--- config.mk ---
export PLATFORM = sky130hd
export DESIGN_NAME = dflm_flow_conv
export DESIGN_NICKNAME = d
export VERILOG_FILES = /design/src/rtl/core/dual_flow_leak_monitor_defines.svh /design/src/rtl/core/dflm_pkg.sv /design/src/rtl/core/dflm_flow_conv.sv
export SDC_FILE = /design/constraint.sdc
export NUM_CORES = 1
export LEC_CHECK = 0
export BUFFER_PORTS_ARGS = -buffer_cell sky130_fd_sc_hd__buf_2
export CORE_AREA = 2 2 133 187
export DETAILED_ROUTE_END_ITERATION = 8
export DIE_AREA = 0 0 135 189
export PLACE_DENSITY = 0.67
export SKIP_LAST_GASP = 1
export SLEW_MARGIN = 20
export SYNTH_ARGS = -nofsm -noshare
export SYNTH_HDL_FRONTEND = slang
export SYNTH_SLANG_ARGS = --single-unit
--- constraint.sdc ---
create_clock -name vclk -period 13.2
set_input_delay 1.98 -clock vclk [all_inputs]
set_output_delay 1.98 -clock vclk [all_outputs]
set_load 0.05 [all_outputs]
--- src/rtl/core/dual_flow_leak_monitor_defines.svh ---
// Assertion macros for the dual flow leak monitor.
// Taken by the top level; needs nothing else.
`ifndef DUAL_FLOW_LEAK_MONITOR_DEFINES_SVH
`define DUAL_FLOW_LEAK_MONITOR_DEFINES_SVH

// Same-cycle implication, disabled during reset.
`define DFLM_ASSERT_NOW(label, clk, rst, ante, cons, msg) \
  label: assert property (@(posedge clk) disable iff (rst) (ante) |-> (cons)) \
    else $error(msg);

// Next-cycle implication, disabled during reset.
`define DFLM_ASSERT_NEXT(label, clk, rst, ante, cons, msg) \
  label: assert property (@(posedge clk) disable iff (rst) (ante) |=> (cons)) \
    else $error(msg);

`endif

--- src/rtl/core/dflm_pkg.sv ---
// Shared types and constants of the dual flow leak monitor.
// No dependencies; compiled before every other file.
package dflm_pkg;

  localparam int FREQ_W  = 16;
  localparam int GAIN_W  = 16;
  localparam int FLOW_W  = 32;
  localparam int LEVEL_W = 31;
  localparam int TIME_W  = 32;
  localparam int CFG_W   = 32;
  localparam int DIV_W   = 14;

  localparam logic [DIV_W-1:0]         INTEGRAL_DIVISOR = 14'd12000;
  localparam logic signed [FLOW_W-1:0] FLOW_ZERO_LIMIT  = 32'sd39322;

  localparam logic [GAIN_W-1:0]         GAIN_RST        = 16'd12078;
  localparam logic signed [FLOW_W-1:0]  OFFSET_RST      = 32'sd0;
  localparam logic [LEVEL_W-1:0]        WARN_RST        = 31'd747110;
  localparam logic [LEVEL_W-1:0]        FAULT_RST       = 31'd499057;
  localparam logic [TIME_W-1:0]         DELAY_RST       = 32'd0;
  localparam logic [LEVEL_W-1:0]        STARTUP_RST     = 31'd0;
  localparam logic [LEVEL_W-1:0]        DEV_AVG_RST     = 31'd196608;
  localparam logic [LEVEL_W-1:0]        DEV_INT_RST     = 31'd3277;

  typedef enum logic [2:0] {
    REG_FLOW_GAIN,
    REG_FLOW_OFFSET,
    REG_WARNING_FLOW,
    REG_FAULT_FLOW,
    REG_STABILIZE_DELAY,
    REG_STARTUP_LEAK,
    REG_DEV_AVG_LIMIT,
    REG_DEV_INT_LIMIT
  } cfg_index_t;

  typedef enum logic [1:0] {
    CLASS_FAULT = 2'd0,
    CLASS_WARN  = 2'd1,
    CLASS_OK    = 2'd2
  } inflow_class_t;

  typedef enum logic [1:0] {
    ST_VALVE_OFF = 2'd0,
    ST_NO_FLOW   = 2'd1,
    ST_LEAK      = 2'd2,
    ST_OK        = 2'd3
  } station_status_t;

  typedef struct packed {
    logic [FREQ_W-1:0] inlet_freq;
    logic              inlet_alive;
    logic [FREQ_W-1:0] outlet_freq;
    logic              outlet_alive;
    logic              valve_request;
    logic              bypass_request;
    logic              reset_request;
    logic [TIME_W-1:0] now_ms;
  } sample_t;

  typedef struct packed {
    logic signed [FLOW_W-1:0] inlet_flow;
    logic                     valve_open;
    logic                     bypassed;
    logic                     leak_seen;
    logic                     cap_lost;
    inflow_class_t            inflow_class;
    logic                     weld_permit;
    logic                     min_flow_met;
    logic                     error_latched;
    station_status_t          station_status;
  } result_t;

  typedef struct packed {
    cfg_index_t       index;
    logic [CFG_W-1:0] value;
  } cfg_write_t;

endpackage

--- src/rtl/core/dflm_flow_conv.sv ---
// Pulse frequency to saturated Q16.16 flow: freq * gain + offset, with freq taken as zero when not alive.
// Depends on dflm_pkg.
module dflm_flow_conv import dflm_pkg::*; (
  input  logic [FREQ_W-1:0]        freq,
  input  logic                     alive,
  input  logic [GAIN_W-1:0]        gain,
  input  logic signed [FLOW_W-1:0] offset,
  output logic signed [FLOW_W-1:0] flow
);

  localparam int PROD_W = FREQ_W + GAIN_W;
  localparam int SUM_W  = FLOW_W + 2;

  logic [PROD_W-1:0]       product;
  logic signed [SUM_W-1:0] total;

  always_comb begin
    product = PROD_W'(freq & {FREQ_W{alive}}) * PROD_W'(gain);
    total   = $signed({{(SUM_W-PROD_W){1'b0}}, product}) + SUM_W'(offset);
    if (!total[SUM_W-1] && (total[SUM_W-2:FLOW_W-1] != '0)) begin
      flow = $signed({1'b0, {(FLOW_W-1){1'b1}}});
    end else if (total[SUM_W-1] && (total[SUM_W-2:FLOW_W-1] != '1)) begin
      flow = $signed({1'b1, {(FLOW_W-1){1'b0}}});
    end else begin
      flow = total[FLOW_W-1:0];
    end
  end

endmodule

== Yosys cells after proc, flatten, opt, wreduce, memory -nomap -nowiden ==
Index checks and enable logic that the tools add are counted.
Widths: inputs -> output; s select.

* Input port bits: 65
* Logic and storage cells: 10
* Register bits after elaboration: 0

* Bitwise gates (word level): 1
* Muxes and demuxes: 2
* Add/subtract/negate cells: 1
* $mul: 1
* Reductions and logical operators: 4
* Equality and inequality tests: 1

{| class="wikitable"
|+ Operators by type and width
! kind !! count
|-
| $mux 32 || 2
|-
| $add 33x32->34 || 1
|-
| $mul 16x16->32 || 1
|-
| $and 16x16->16 || 1
|-
| $logic_and 1x1->1 || 2
|-
| $ne 2x2->1 const B || 1
|-
| $reduce_bool 2->1 || 1
|-
| $logic_not 1->1 || 1
|}

== Logic depth before layout (Yosys ltp) ==
Gate-level depths: netlist (run 1).

* Word-level depth: 7
* Depth in mapped cells: 37

== Worst setup path after synthesis (run 1) ==
No wires, ideal clock.

* Path type: input port to output port
* From: input alive
* To: output flow[21]
* Cell stages on the path: 34
* Data arrival time: 10.969 ns
* Path buffers: 4
* Path slack: 0.251 ns
* Cell sequence: clkbuf_1 and2_1 clkbuf_1 nand2_1 fa_1 fa_1 fa_1 inv_1 fa_1 fa_1 inv_1 fa_1 inv_1 ha_1 a21oi_1 o21ai_0 o41ai_1 a32oi_1 a221oi_1 o21bai_1 a21oi_1 xnor2_1 ha_1 clkbuf_1 a21o_1 a21oi_1 nor2_1 o41ai_2 o2111ai_1 a31oi_1 xnor2_1 o21a_1 buf_2 o21ai_0

* Longest elaborated chain between the ends: 7

{| class="wikitable"
|+ Ends and longest elaborated chain
! element !! RTL line !! text
|-
| start, declared || dflm_flow_conv.sv:5 || <nowiki>input logic alive,</nowiki>
|-
| $and 16x16->16 (*) || dflm_flow_conv.sv:18 || <nowiki>product = PROD_W'(freq & {FREQ_W{alive}}) * PROD_W'(gain);</nowiki>
|-
| $mul 16x16->32 (*) || dflm_flow_conv.sv:18 ||
|-
| $add 33x32->34 (*) || dflm_flow_conv.sv:19 || <nowiki>total = $signed({{(SUM_W-PROD_W){1'b0}}, product}) + SUM_W'(offset);</nowiki>
|-
| $ne 2x2->1 || dflm_flow_conv.sv:22 || <nowiki>end else if (total[SUM_W-1] && (total[SUM_W-2:FLOW_W-1] != '1)) begin</nowiki>
|-
| $logic_and 1x1->1 || dflm_flow_conv.sv:22 ||
|-
| $mux 32 || dflm_flow_conv.sv:22 ||
|-
| $mux 32 (*) || dflm_flow_conv.sv:20 || <nowiki>if (!total[SUM_W-1] && (total[SUM_W-2:FLOW_W-1] != '0)) begin</nowiki>
|-
| end, declared || dflm_flow_conv.sv:8 || <nowiki>output logic signed [FLOW_W-1:0] flow</nowiki>
|}

Every way passes the cells marked *; elsewhere a longest branch is shown, timed or not.

== Final worst setup path (run 1) ==
* From: input alive
* To: output flow[30]

Same word-level chain as after synthesis.

==> run metrics, run 1 <==
most numerous cell in the Yosys netlist inv_1; CP most frequent cell fa_1; beginning of the worst hold path offset[31]; Worst EP arrival ~11000 ps; Yosys top cell by area fa_1; Rel. slew slack 59.9%; Storage cell area 0 um2; type of origin of the critical path primary input; # clk buffers 0; Final Net Count 1743; register area share after synthesis 0%; GRT overflow 0; drt pass-1 iters 4; Commonest cells post-synth inv_1 (247), fa_1 (195), nand2_1 (172); Critical Path Start alive; required time of the critical path 11220 ps; Mapped Area ~11000 um2; highest clock rate between 70 and 80 MHz; Largest stage delay, worst path ~600 ps; share of cells above drive strength 1 roughly a tenth; global placer's final weighted congestion between 0.9 and 1; Synth area leaders fa_1 (37%), ha_1 (16%), inv_1 (8.7%), and3_1 (6.8%), nand2_1 (6.1%); Worst Tran Pin Value a little under 600 ps; Syn-to-layout area delta 6.81%; Synth warnings 0; Routed Wire Length roughly 29000 um; Final WS setup between 500 and 600 ps; Crit Path Class in -> out; crit end category output pin; first-pass GRT wire length just under 50000 um; number of global-route vias before repair ~9600; DP Wirelength 24500 um; crit path max-delay cell type fa_1; worst slack, placed -109 ps; Placed Area 11300 um2; pin count of the biggest net entering global routing 50; Post-CTS Setup Repair Bufs 0; Die Y ~190 um; period utilisation layout 95.5%; initial core utilization 44.6%; DRC Markers 0; post-synth top area share between 30% and 40%; FP Rows 67; die extent in x 135 um; PortBufs 97; Post-Synthesis Cells 1301; # diodes 0; hold_buf cts 0; RSZ-0062 raised after global routing no; final critical delay including setup and external delays 12610 ps; syn_nets between 1500 and 2000; initial antenna violation count 0; vias post-DR about 9200; Avg Inst Size Synth approximately 8.2 um2; die area ~26000 um2; max-slew violation count 0; vias per inst between 5 and 6; DRT iter0 DRCs about 560; Routed WL per cell between 15 and 20 um; status finished, final reports clean; Boundary Pins 97; final hold violation count 0; MaxCap Viol Count 0; Final Setup Violations 0; Core Box Area about 24000 um2; antenna viol nets, final 0; All-Layer GR Usage 23.4%; worst-path maximum fanout 49; Synth cell types 55; design area around 11000 um2; Worst Hold Class in -> out; num sequential 0
-- layout make-up --
| cell class | instances | area, um2 |
|---|---|---|
| Fill cell | 2365 | 12500 |
| Inverter | 247 | 927 |
| Multi-Input combinational cell | 989 | 9450 |
| Tap cell | 310 | 388 |
| Timing Repair Buffer | 108 | 574 |
-- metrics by stage --
stage	TNS, ps	hold WS (ps)	instances	utilization (%)
2_1_floorplan	0	4290	1301	-
3_3_place_gp	0	4430	1654	47.5
3_5_place_dp	-2120	4450	1654	47.5
4_1_cts	0	4460	1654	47.5
5_1_grt	0	4530	1654	47.6
6_report	0	4510	1654	47.6
-- final timing paths --
path / cells past startpoint / slack [ps] / to
max: 32 / 590 / flow[30]
min: 3 / 4510 / flow[31]
-- routing by layer --
layer / share of wire (%) / track usage [%]
met1: 41 / 30.8
met2: 51 / 42.5
met3: 5.3 / 1.26
met4: 2.5 / 4.81
met5: 0 / 0
-- worst max-delay path: cells and delay by family --
family / cells / cell delay (ps)
AO/OA/AOI/OAI: 13 / 2980
AND/OR/NAND/NOR: 4 / 530
XOR/XNOR: 2 / 300
adder cells (fa/ha/maj): 8 / 3800
buffers and inverters: 5 / 1010
-- timing repair --
action	in CTS	in global routing
endpoints found under the setup margin	31	31
gates resized for setup	2	7
hold endpoints to repair	0	0
-- kinds of logic (layout without fill, tap and decap cells) --
| group | after synthesis | count (layout) | share of synthesized area (%) |
|---|---|---|---|
| AOI/OAI and AO/OA | 203 | 203 | 12.8 |
| xor gates and xnor gates | 59 | 59 | 4.87 |
| adders and majority gates | 332 | 332 | 52.9 |
| buffers and inverters | 312 | 355 | 11.1 |
| muxes | 1 | 1 | 0.0943 |
| and+or+nand+nor | 394 | 394 | 18.2 |
-- cell usage in the layout, fill, tap and decap left out, drive strengths merged, types with 9 or more instances in the layout --
cell / instances
nand3: 13
nor2: 35
o21bai: 12
nand2b: 9
nand2: 172
and3: 116
ha: 137
a21oi: 49
nand4: 9
buf: 108
xor2: 19
a21o: 24
and2: 17
fa: 195
inv: 247
o21a: 10
nor3: 9
o21ai: 55
xnor2: 40
Power of run 1 is not shown: default switching activity piles up to over one toggle a cycle in this logic, so the estimate is an artifact.
==> run 2, diff against run 1 <==
- REMOVE_ABC_BUFFERS: unset -> 1
==> run metrics, run 2 (synthesized netlist as in run 1, its figures left out) <==
status finished, final reports clean; final hold violation count 0; Rel. slew slack 54.2%; cell family with the largest share of critical-path delay adder cells; final critical delay including setup and external delays around 13000 ps; GR Util met3 less than 1%; die area between 20000 and 30000 um2; Storage cell area 0 um2; Syn-to-layout area delta 7.32%; Core Box Area about 24000 um2; Routed Wire Length 28300 um; share of cells above drive strength 1 roughly a tenth; Worst EP arrival 10680 ps; Largest stage delay, worst path about 540 ps; highest clock rate ~79 MHz; DRC Markers 0; PortBufs between 90 and 100; worst-path maximum fanout 32; Die Y approximately 190 um; initial core utilization 44.6%; number of global-route vias before repair a little under 10000; period utilisation layout a little over nine tenths; Final Setup Violations 0; Crit Path Class in -> out; DP Wirelength 24500 um; pin count of the biggest net entering global routing 33; Worst Tran Pin Value 669 ps; most common cell after layout, fill and taps aside inv_1; MaxCap Viol Count 0; GRT overflow 0; Worst Hold Class in -> out; antenna viol nets, final 0; RSZ-0062 raised after global routing no; Final Net Count 1750; WP buf/inv 6; All-Layer GR Usage between 20% and 30%; # clk buffers 0; Finished Layout Cells approximately 1700; # diodes 0; Setup TNS Final 0 ps; num sequential 0; required time of the critical path roughly 11000 ps; Crit. path cell count 32; met1 Use GR approximately 30%; max-slew violation count 0; initial antenna violation count 0; Routed WL per cell about 17 um; DRT iter0 DRCs ~380; Critical Path Start alive; type of origin of the critical path primary input; global placer's final weighted congestion between 0.9 and 1; drt pass-1 iters 5; crit path max-delay cell type fa_1; global route hottest layer met2; met2 usage between 40 and 50%; crit end category output pin; vias per inst around 5.5; post-placement cell count approximately 1700; hold_buf cts 0; most frequent cells in the layout inv_1 (247), fa_1 (195), nand2_1 (172), ha_1 (137), and3_1 (116); vias post-DR between 9000 and 10000; crit path capture flow[30]; Boundary Pins 97; Hold Crit Depth 3; first-pass GRT wire length between 40000 and 50000 um; CP most frequent cell fa_1; Fill cells roughly 2400; FP Rows 67; die extent in x 135 um
## run 2: cell types whose count changed in the layout (fill, tap and decap cells not counted)
cell,before,now
buf_4,11,18
and2_1,15,17
and2_2,2,0
buf_6,1,0
clkbuf_4,0,1
o21ai_0,54,53
o21ai_1,1,2
o41ai_1,3,2
o41ai_2,3,4
## run 2: per-layer routing
layer / share of wire [%] / vias up
met5: 0 / -
met4: 2.3 / 0
met3: 3.3 / 47
met2: 53 / 232
met1: 41 / 4521
li1: - / 4303
## run 2: cell type report
cell class                 instances  area (um2)  share of cell area, %
multi-input combinational        989        9460                   83.0
inverter                         247         927                   8.14
tap                              310         388                   3.40
timing repair buffer             115         623                   5.47
## run 2: per-stage QoR
step	cell area, um2	setup WS [ps]	hold WS, ps	util, %
2_1_floorplan	10400	581	4290	-
5_1_grt	11400	17.8	4490	47.9
4_1_cts	11400	22.7	4440	47.8
6_report	11400	539	4470	47.9
3_5_place_dp	11400	76.3	4430	47.8
3_3_place_gp	11400	221	4430	47.8
## run 2: worst min-delay path by stage
stage               start       end  slack [ps]
2_1_floorplan  offset[31]  flow[31]        4290
3_3_place_gp   offset[31]  flow[31]        4430
3_5_place_dp   offset[31]  flow[31]        4430
4_1_cts        offset[31]  flow[31]        4440
5_1_grt        offset[31]  flow[31]        4490
6_report       offset[31]  flow[31]        4470
## run 2: timing repair
item,4_1_cts,5_1_grt
endpoints found under the setup margin,0,31
setup buffers,0,0
gates resized for setup,0,7
Power of run 2 is left out for the same reason.
==> run 3, diff against run 2 <==
- CELL_PAD_IN_SITES_DETAIL_PLACEMENT: unset -> 1
- CELL_PAD_IN_SITES_GLOBAL_PLACEMENT: unset -> 1
- PLACE_DENSITY: 0.67 -> 0.83
==> run metrics, run 3 (synthesized netlist as in run 1, its figures left out) <==
status finished, final reports clean; global placer's final weighted congestion 0.934; Syn-to-layout area delta 7.41%; All-Layer GR Usage roughly 27%; Worst Tran Pin Value slightly below 700 ps; CP most frequent cell fa_1; highest clock rate roughly 80 MHz; Final Setup Violations 0; Hold Crit Depth 3; antenna viol nets, final 0; number of global-route vias before repair between 10000 and 15000; GRT overflow 0; Routed Wire Length roughly 33000 um; pin count of the biggest net entering global routing 43; Boundary Pins between 90 and 100; final hold violation count 0; hold_buf cts 0; DRC Markers 0; most common cell after layout, fill and taps aside inv_1; share of cells above drive strength 1 under 10%; beginning of the worst hold path offset[31]; PortBufs between 90 and 100; die area about 26000 um2; vias per inst about 5.7; max-slew violation count 0; Routed WL per cell slightly above 20 um; DRT iter0 DRCs between 400 and 500; Core Box Area ~24000 um2; crit end category output pin; Final Net Count around 1800; most frequent cells in the layout inv_1 (247), fa_1 (195), nand2_1 (172), ha_1 (137), and3_1 (116); required time of the critical path ~11000 ps; Largest stage delay, worst path roughly 560 ps; period utilisation layout around 96%; Crit Path Class in -> out; MaxCap Viol Count 0; type of origin of the critical path primary input; design area between 10000 and 15000 um2; initial antenna violation count 1; Placed Area around 11000 um2; Storage cell area 0 um2; FP Rows 67; initial core utilization about 45%; first-pass GRT wire length between 50000 and 60000 um; Worst Hold Class in -> out; drt pass-1 iters 4; final critical delay including setup and external delays approximately 13000 ps; Worst EP arrival between 10000 and 15000 ps; Worst Hold End flow[31]; crit path max-delay cell type fa_1; DP Wirelength between 20000 and 30000 um; Rel. slew slack 53.9%; # clk buffers 0; num sequential 0; Die Y around 190 um; worst-path maximum fanout 42; die extent in x between 100 and 150 um; RSZ-0062 raised after global routing no; vias post-DR 9416
[run 3: changes by cell type in the layout (fill, tap and decap cells not counted)]
| cell | before | now |
|---|---|---|
| a32oi_1 | 1 | 0 |
| diode_2 | 0 | 1 |
| a32oi_2 | 0 | 1 |
| clkbuf_4 | 1 | 0 |
| buf_4 | 18 | 19 |
[run 3: critical path, delay by kind of cell]
kind | cells | cell delay [ps]
compound gates | 12 | 3120
xor+xnor | 2 | 430
fa+ha+maj | 8 | 3680
buf+inv | 4 | 930
simple gates | 4 | 570
[run 3: worst max path at each step]
stage | start | end | slack (ps)
3_3_place_gp | alive | flow[30] | 110
2_1_floorplan | alive | flow[10] | 580
5_1_grt | alive | flow[30] | 9
6_report | alive | flow[30] | 470
3_5_place_dp | alive | flow[15] | -270
4_1_cts | alive | flow[30] | 5
[run 3: metrics by stage]
step	cells	TNS [ps]	hold WS (ps)	setup slack, ps	util (%)
floorplan	1236	0	4290	581	-
global placement	1661	0	4440	112	47.8
detailed placement	1661	-6600	4450	-266	47.8
CTS	1661	0	4450	5.37	47.8
global route	1662	0	4530	9.42	47.9
finish	1662	0	4500	472	47.9
[run 3: routing by layer]
layer / part of all wire, % / vias up / track usage, % / routed length [um]
met3: 3.2 / 84 / 0.937 / 1080
li1: - / 4296 / - / -
met1: 38 / 4782 / 32.3 / 12700
met4: 4.3 / 0 / 10.0 / 1430
met5: 0 / - / 0 / 0
met2: 55 / 254 / 52.5 / 18300
[run 3: final cells by class]
class	instances	area [um2]
repair buffers	115	623
multi-input cells	989	9460
inverters	247	927
fillers	2965	12400
well taps	310	388
diodes	1	2.50
[run 3: timing repair]
item / in CTS / in global routing
gates resized for setup: 2 / 7
setup endpoints to repair: 31 / 31
endpoints found under the hold margin: 0 / 0
buffers inserted: 0 / 0
Power of run 3 is left out for the same reason.
